$ cat config.mk
export PLATFORM = sky130hd
export DESIGN_NAME = tcce_sequencer
export DESIGN_NICKNAME = d
export VERILOG_FILES = /design/src/rtl/core/tcce_pkg.sv /design/src/rtl/core/tcce_sequencer.sv
export SDC_FILE = /design/constraint.sdc
export NUM_CORES = 1
export LEC_CHECK = 0
export BUFFER_PORTS_ARGS = -buffer_cell sky130_fd_sc_hd__buf_4
export CORE_ASPECT_RATIO = 0.5
export CORE_UTILIZATION = 53
export DETAILED_ROUTE_END_ITERATION = 8
export GPL_ROUTABILITY_DRIVEN = 0
export HOLD_SLACK_MARGIN = 0.05
export MAX_ROUTING_LAYER = met4
export PLACE_DENSITY = 0.8
export SYNTH_ARGS = -nofsm -noshare
export SYNTH_HDL_FRONTEND = slang
export SYNTH_SLANG_ARGS = --single-unit
$ cat constraint.sdc
create_clock -name i_clk -period 3.2 [get_ports i_clk]
set_clock_uncertainty 0.05 [all_clocks]
set_input_delay 0 -clock i_clk [delete_from_list [all_inputs] [get_ports i_clk]]
set_output_delay 0 -clock i_clk [all_outputs]
set_load 0.02 [all_outputs]
$ cat src/rtl/core/tcce_pkg.sv
// Shared types, constants and the microcode store of the text console character engine.
`timescale 1ns / 1ps

package tcce_pkg;

    localparam int COLUMNS_DEF = 80;
    localparam int ROWS_DEF    = 25;

    localparam int KIND_W = 2;
    localparam int CODE_W = 8;
    localparam int IDX_W  = 11;
    localparam int CUR_W  = 11;
    localparam int ATTR_W = 8;
    localparam int CELL_W = ATTR_W + CODE_W;
    localparam int CNT_W  = 4;
    localparam int UPC_W  = 4;

    localparam logic [ATTR_W-1:0] ATTR_RESET = 8'h07;
    localparam logic [CNT_W-1:0]  TAB_STOP   = 4'd8;

    localparam logic [KIND_W-1:0] KIND_PUT   = 2'd0;
    localparam logic [KIND_W-1:0] KIND_CLEAR = 2'd1;
    localparam logic [KIND_W-1:0] KIND_READ  = 2'd2;

    localparam logic [CODE_W-1:0] CODE_SPACE = 8'h20;
    localparam logic [CODE_W-1:0] CODE_BELL  = 8'd7;
    localparam logic [CODE_W-1:0] CODE_BS    = 8'd8;
    localparam logic [CODE_W-1:0] CODE_TAB   = 8'd9;
    localparam logic [CODE_W-1:0] CODE_LF    = 8'd10;
    localparam logic [CODE_W-1:0] CODE_CR    = 8'd13;
    localparam logic [CODE_W-1:0] CODE_DEL   = 8'd127;

    typedef struct packed {
        logic [KIND_W-1:0] kind;
        logic [CODE_W-1:0] char_code;
        logic [IDX_W-1:0]  cell_index;
    } t_in_beat;

    typedef struct packed {
        logic [CUR_W-1:0]  cursor_position;
        logic [CELL_W-1:0] cell_data;
        logic              scrolled;
    } t_out_beat;

    typedef enum logic [UPC_W-1:0] {
        U_IDLE  = 4'd0,
        U_PUT   = 4'd1,
        U_BS    = 4'd2,
        U_CR    = 4'd3,
        U_LF    = 4'd4,
        U_TAB0  = 4'd5,
        U_TAB1  = 4'd6,
        U_CHECK = 4'd7,
        U_SC0   = 4'd8,
        U_SC1   = 4'd9,
        U_BLANK = 4'd10,
        U_DONE  = 4'd11,
        U_CLEAR = 4'd12,
        U_READ0 = 4'd13,
        U_READ1 = 4'd14
    } t_upc;

    typedef enum logic [3:0] {
        OP_NONE,
        OP_ACCEPT,
        OP_PUT_CHAR,
        OP_PUT_BLANK,
        OP_BACK,
        OP_CR,
        OP_LF,
        OP_TAB_INIT,
        OP_SCROLL_INIT,
        OP_COPY,
        OP_BLANK,
        OP_CLEAR_INIT,
        OP_READ,
        OP_READ_CAP,
        OP_FINISH
    } t_dop;

    typedef enum logic [2:0] {
        J_NEXT,
        J_GOTO,
        J_DISPATCH,
        J_CNT_MORE,
        J_NO_SCROLL,
        J_COPY_MORE,
        J_BLANK_MORE,
        J_FINISH
    } t_jmp;

    typedef struct packed {
        t_dop op;
        t_jmp jmp;
        t_upc target;
    } t_uword;

    typedef struct packed {
        t_dop op;
        logic accept;
    } t_ctrl;

    typedef struct packed {
        logic need_scroll;
        logic cnt_more;
        logic copy_more;
        logic blank_more;
        logic out_busy;
        logic boot;
    } t_stat;

    function automatic t_uword urom(input t_upc a);
        t_uword w;
        w = '{op: OP_NONE, jmp: J_NEXT, target: U_IDLE};
        case (a)
            U_IDLE:  w = '{op: OP_ACCEPT,      jmp: J_DISPATCH,   target: U_IDLE};
            U_PUT:   w = '{op: OP_PUT_CHAR,    jmp: J_GOTO,       target: U_CHECK};
            U_BS:    w = '{op: OP_BACK,        jmp: J_GOTO,       target: U_CHECK};
            U_CR:    w = '{op: OP_CR,          jmp: J_GOTO,       target: U_CHECK};
            U_LF:    w = '{op: OP_LF,          jmp: J_GOTO,       target: U_CHECK};
            U_TAB0:  w = '{op: OP_TAB_INIT,    jmp: J_NEXT,       target: U_IDLE};
            U_TAB1:  w = '{op: OP_PUT_BLANK,   jmp: J_CNT_MORE,   target: U_TAB1};
            U_CHECK: w = '{op: OP_NONE,        jmp: J_NO_SCROLL,  target: U_DONE};
            U_SC0:   w = '{op: OP_SCROLL_INIT, jmp: J_NEXT,       target: U_IDLE};
            U_SC1:   w = '{op: OP_COPY,        jmp: J_COPY_MORE,  target: U_SC1};
            U_BLANK: w = '{op: OP_BLANK,       jmp: J_BLANK_MORE, target: U_BLANK};
            U_DONE:  w = '{op: OP_FINISH,      jmp: J_FINISH,     target: U_IDLE};
            U_CLEAR: w = '{op: OP_CLEAR_INIT,  jmp: J_GOTO,       target: U_BLANK};
            U_READ0: w = '{op: OP_READ,        jmp: J_NEXT,       target: U_IDLE};
            U_READ1: w = '{op: OP_READ_CAP,    jmp: J_GOTO,       target: U_DONE};
            default: w = '{op: OP_NONE,        jmp: J_GOTO,       target: U_IDLE};
        endcase
        return w;
    endfunction

    function automatic t_upc map_entry(input logic [KIND_W-1:0] kind,
                                       input logic [CODE_W-1:0] code);
        t_upc e;
        e = U_DONE;
        unique case (kind)
            KIND_PUT: begin
                unique case (code) inside
                    CODE_BELL:         e = U_CHECK;
                    CODE_BS, CODE_DEL: e = U_BS;
                    CODE_TAB:          e = U_TAB0;
                    CODE_LF:           e = U_LF;
                    CODE_CR:           e = U_CR;
                    default:           e = U_PUT;
                endcase
            end
            KIND_CLEAR: e = U_CLEAR;
            KIND_READ:  e = U_READ0;
            default:    e = U_DONE;
        endcase
        return e;
    endfunction

endpackage

$ cat src/rtl/core/tcce_sequencer.sv
// Microcode sequencer: step counter, control store lookup and jump selection.
`timescale 1ns / 1ps

module tcce_sequencer (
    input  logic              i_clk,
    input  logic              i_rst_n,
    input  logic              i_in_valid,
    input  tcce_pkg::t_in_beat i_in,
    input  tcce_pkg::t_stat   i_stat,
    output tcce_pkg::t_ctrl   o_ctrl,
    output logic              o_in_stall
);
    import tcce_pkg::*;

    t_upc   r_upc;
    t_upc   n_upc;
    t_upc   upc_next;
    t_uword uw;

    always_ff @(posedge i_clk) begin
        if (!i_rst_n) begin
            r_upc <= U_CLEAR;
        end else begin
            r_upc <= n_upc;
        end
    end

    always_comb begin
        uw            = urom(r_upc);
        upc_next      = t_upc'(r_upc + 1'b1);
        o_ctrl.op     = uw.op;
        o_ctrl.accept = (r_upc == U_IDLE) && i_in_valid;
        o_in_stall    = (r_upc != U_IDLE);
        n_upc         = r_upc;
        unique case (uw.jmp)
            J_NEXT:       n_upc = upc_next;
            J_GOTO:       n_upc = uw.target;
            J_DISPATCH: begin
                if (i_in_valid) begin
                    n_upc = map_entry(i_in.kind, i_in.char_code);
                end
            end
            J_CNT_MORE:   n_upc = i_stat.cnt_more ? uw.target : upc_next;
            J_NO_SCROLL:  n_upc = i_stat.need_scroll ? upc_next : uw.target;
            J_COPY_MORE:  n_upc = i_stat.copy_more ? uw.target : upc_next;
            J_BLANK_MORE: n_upc = i_stat.blank_more ? uw.target : upc_next;
            J_FINISH: begin
                if (i_stat.boot || !i_stat.out_busy) begin
                    n_upc = U_IDLE;
                end
            end
            default:      n_upc = U_IDLE;
        endcase
    end

endmodule

==> reports/metrics.csv <==
metric,value,unit
result of the run,"complete, no violations",
count of endpoints failing hold in the final timing report,0,
DRT Wirelength,2936,um
H-tree level count,1,
worst flop-to-flop path startpoint,uw[4],
total placed cells including tap cells,227,
syn_area_per_cell,8.133,um2
number of vias in the routed layout,1273,
cell area after synthesis,1415,um2
buffer depth of the longest clock path,2,
worst setup timing slack at the placement stage,0.2220,ns
max-slew violation count,0,
cell breakdown of the critical path,"or3b_1, a211oi_1, a211oi_1, a31oi_1, a31oi_1, nor2_1, inv_1, ha_1, or2_2, mux2_2, a22o_1",
Worst EP arrival,3.11,ns
Worst Min Path Start,i_in_valid,
net count after synthesis,216,
number of filler cells placed in the layout,193,
total clock sinks,15,
average routed wire per standard cell,12.66,um
detailed placement HPWL,2333,um
final worst-path cycle share,94.60,%
maximum clock frequency,330.3,MHz
RSZ-0062 raised after global routing,no,
kind of capture point of the worst setup path,flip-flop,
launch point of the worst path,uw[4],
maximum fanout count along the critical path,17,
Port Buffer Count,24,
total number of cells along the worst setup path,11,
proportion of layout cells with a drive suffix above 1,23.35,%
Final Core Density,69.78,%
worst-case hold slack,0.2909,ns
Bufs and invs on worst path,1,
clock tree from TritonCTS,yes,
non-filler instance count after layout,232,
primary flip-flop cell chosen by synthesis mapping,sky130_fd_sc_hd__dfxtp_1,
"count leader, synth",sky130_fd_sc_hd__inv_1,
overall track demand over capacity in global routing,23.46,%
CP top delay family,simple AND/OR/NAND/NOR gates,
Worst-Margin Slew,0.4908,ns
Synth top area share,21.22,%
"Clk pin slew, worst setup/hold paths",0.06,ns
number of buffers created by CTS,3,
static leakage power,0.7353,nW
die area,2893,um2
# Max-Cap Violations,0,
synthesized instance count,174,
vias in the first global route,1140,
Slew Limit Headroom,67.23,%
number of distinct standard cells referenced by the synthesized netlist,58,
clock root buffer,sky130_fd_sc_hd__clkbuf_8,
largest stage delay on the critical path,0.48,ns
"sum of internal, switching and leakage power",1.725,mW
required time at the worst-slack endpoint,3.29,ns
pin count of the biggest net entering global routing,18,
clock latency on the worst-skew pair,0.24,ns
area of the core,2372,um2
Yosys warning total,0,
power density over the cells,1042,nW/um2
maximum vdd ir drop,0.7682,mV
"FF+latch count, synth",15,
reg2reg path depth,11,
Residual DRC,0,
most common library cells after synthesis,"17 x sky130_fd_sc_hd__inv_1, 15 x sky130_fd_sc_hd__dfxtp_1, 12 x sky130_fd_sc_hd__ha_1",
placed cell area,1595,um2
accumulated negative setup slack,0,ns
number of enable-type register cells in the synthesized netlist,0,
Critical-path top delay cell,sky130_fd_sc_hd__or3b_1,
Via-to-Cell Ratio,5.487,
min setup slack post-route,0.1727,ns
remaining global-route overflow,0,
total of endpoints with negative setup slack in the final report,0,
post-route antenna net violation count,0,
r2r endpoint,uw[4],
Die Y,38.54,um
Iter 0 DRT Violations,76,
launching element type of the critical path,flip-flop,
top cells by area in the synthesized netlist,"sky130_fd_sc_hd__dfxtp_1 21%, sky130_fd_sc_hd__ha_1 11%, sky130_fd_sc_hd__inv_1 4.5%",
layout-stage area growth over the synthesis result,16.98,%
diode count,0,
sequential area share after synthesis,21.22,%
Worst Hold Depth,4,
number of antenna violations at the first check in global routing,0,
chip width,75.08,um
wire length of the first global-routing pass,4885,um
num ports,36,
critical path start-end classification,flip-flop to flip-flop,
worst hold endpoint,o_ctrl[0],
cell area after layout,1655,um2
detailed-routing iteration count for the pre-antenna-repair pass,4,
Placement Rows,12,
setup slack of the worst register-to-register path,0.17,ns
ys async rst share,0,%
worst hold-check path type,primary input to output port,
starting density of the core,59.65,%
cell taking the most area after synthesis,sky130_fd_sc_hd__dfxtp_1,
final critical delay including setup and external delays,3.027,ns
final net count,240,
-- where the power goes --
| part | total [mW] | internal (mW) | switching, mW |
|---|---|---|---|
| clock network | 0.148 | 0.0859 | 0.0623 |
| registers | 0.381 | 0.288 | 0.0929 |
| logic | 1.20 | 0.538 | 0.658 |
| total | 1.72 | 0.912 | 0.813 |
-- worst min-delay path: cells and delay by family --
kind / cells / cell delay, ns
buf+inv: 3 / 0.30
simple gates: 1 / 0.04
-- state kept, by name, indices dropped and copies added (netlist names) --
register	count
uw	11
r_upc	4
-- layer usage --
metal	GRT usage (%)	wire length (um)
met1	28.01	1485
met2	40.77	1269
met3	3.421	135
met4	9.434	45
met5	-	0
-- how the worst max path moves through the flow --
stage | endpoint | slack, ns
global route | uw[4] | 0.003
global placement | uw[4] | 0.26
CTS | uw[4] | 0.18
floorplan | uw[4] | 0.35
detailed placement | uw[4] | 0.22
finish | uw[4] | 0.17
-- logic make-up (layout without fill, tap and decap cells) --
family	Yosys count	in the layout	synth area share, %
AO/OA/AOI/OAI	50	50	26.79
XOR/XNOR	4	4	2.476
flip-flops	15	15	21.22
buffers and inverters	29	52	10.26
multiplexers	8	8	5.836
AND/OR/NAND/NOR	56	56	22.81
adder cells (fa/ha/maj)	12	12	10.61
-- layout by cell type (no fill, tap or decap), drive strengths merged, types with 3 or more instances in the layout --
cell type / netlist / final
inv: 19 / 19
nand2: 8 / 8
nor3: 4 / 4
mux2i: 6 / 6
nand3: 5 / 5
buf: 9 / 28
nand2b: 4 / 4
nor2b: 7 / 7
dfxtp: 15 / 15
ha: 12 / 12
a211oi: 6 / 6
o21ai: 11 / 11
clkbuf: 1 / 3
nor2: 9 / 9
or2: 4 / 4
a21oi: 7 / 7
a31oi: 6 / 6
-- repair_timing --
| action | CTS | global route |
|---|---|---|
| buffers inserted | 0 | 0 |
| endpoints found under the hold margin | 1 | 0 |
| gates resized for setup | 0 | 1 |
| hold buffers | 1 | 0 |
| endpoints found under the setup margin | 0 | 1 |
-- area by class of cell --
| cell class | count | area (um2) | area share [%] |
|---|---|---|---|
| repair buffers | 29 | 220.2 | 13.30 |
| well taps | 35 | 43.79 | 2.645 |
| clock buffers | 3 | 41.29 | 2.494 |
| inverters | 19 | 71.32 | 4.308 |
| clock inverters | 1 | 5.005 | 0.3023 |
| flip-flops and latches | 15 | 300.3 | 18.14 |
| multi-input cells | 130 | 973.4 | 58.81 |
No activity file was read; power rests on OpenSTA's default activity.
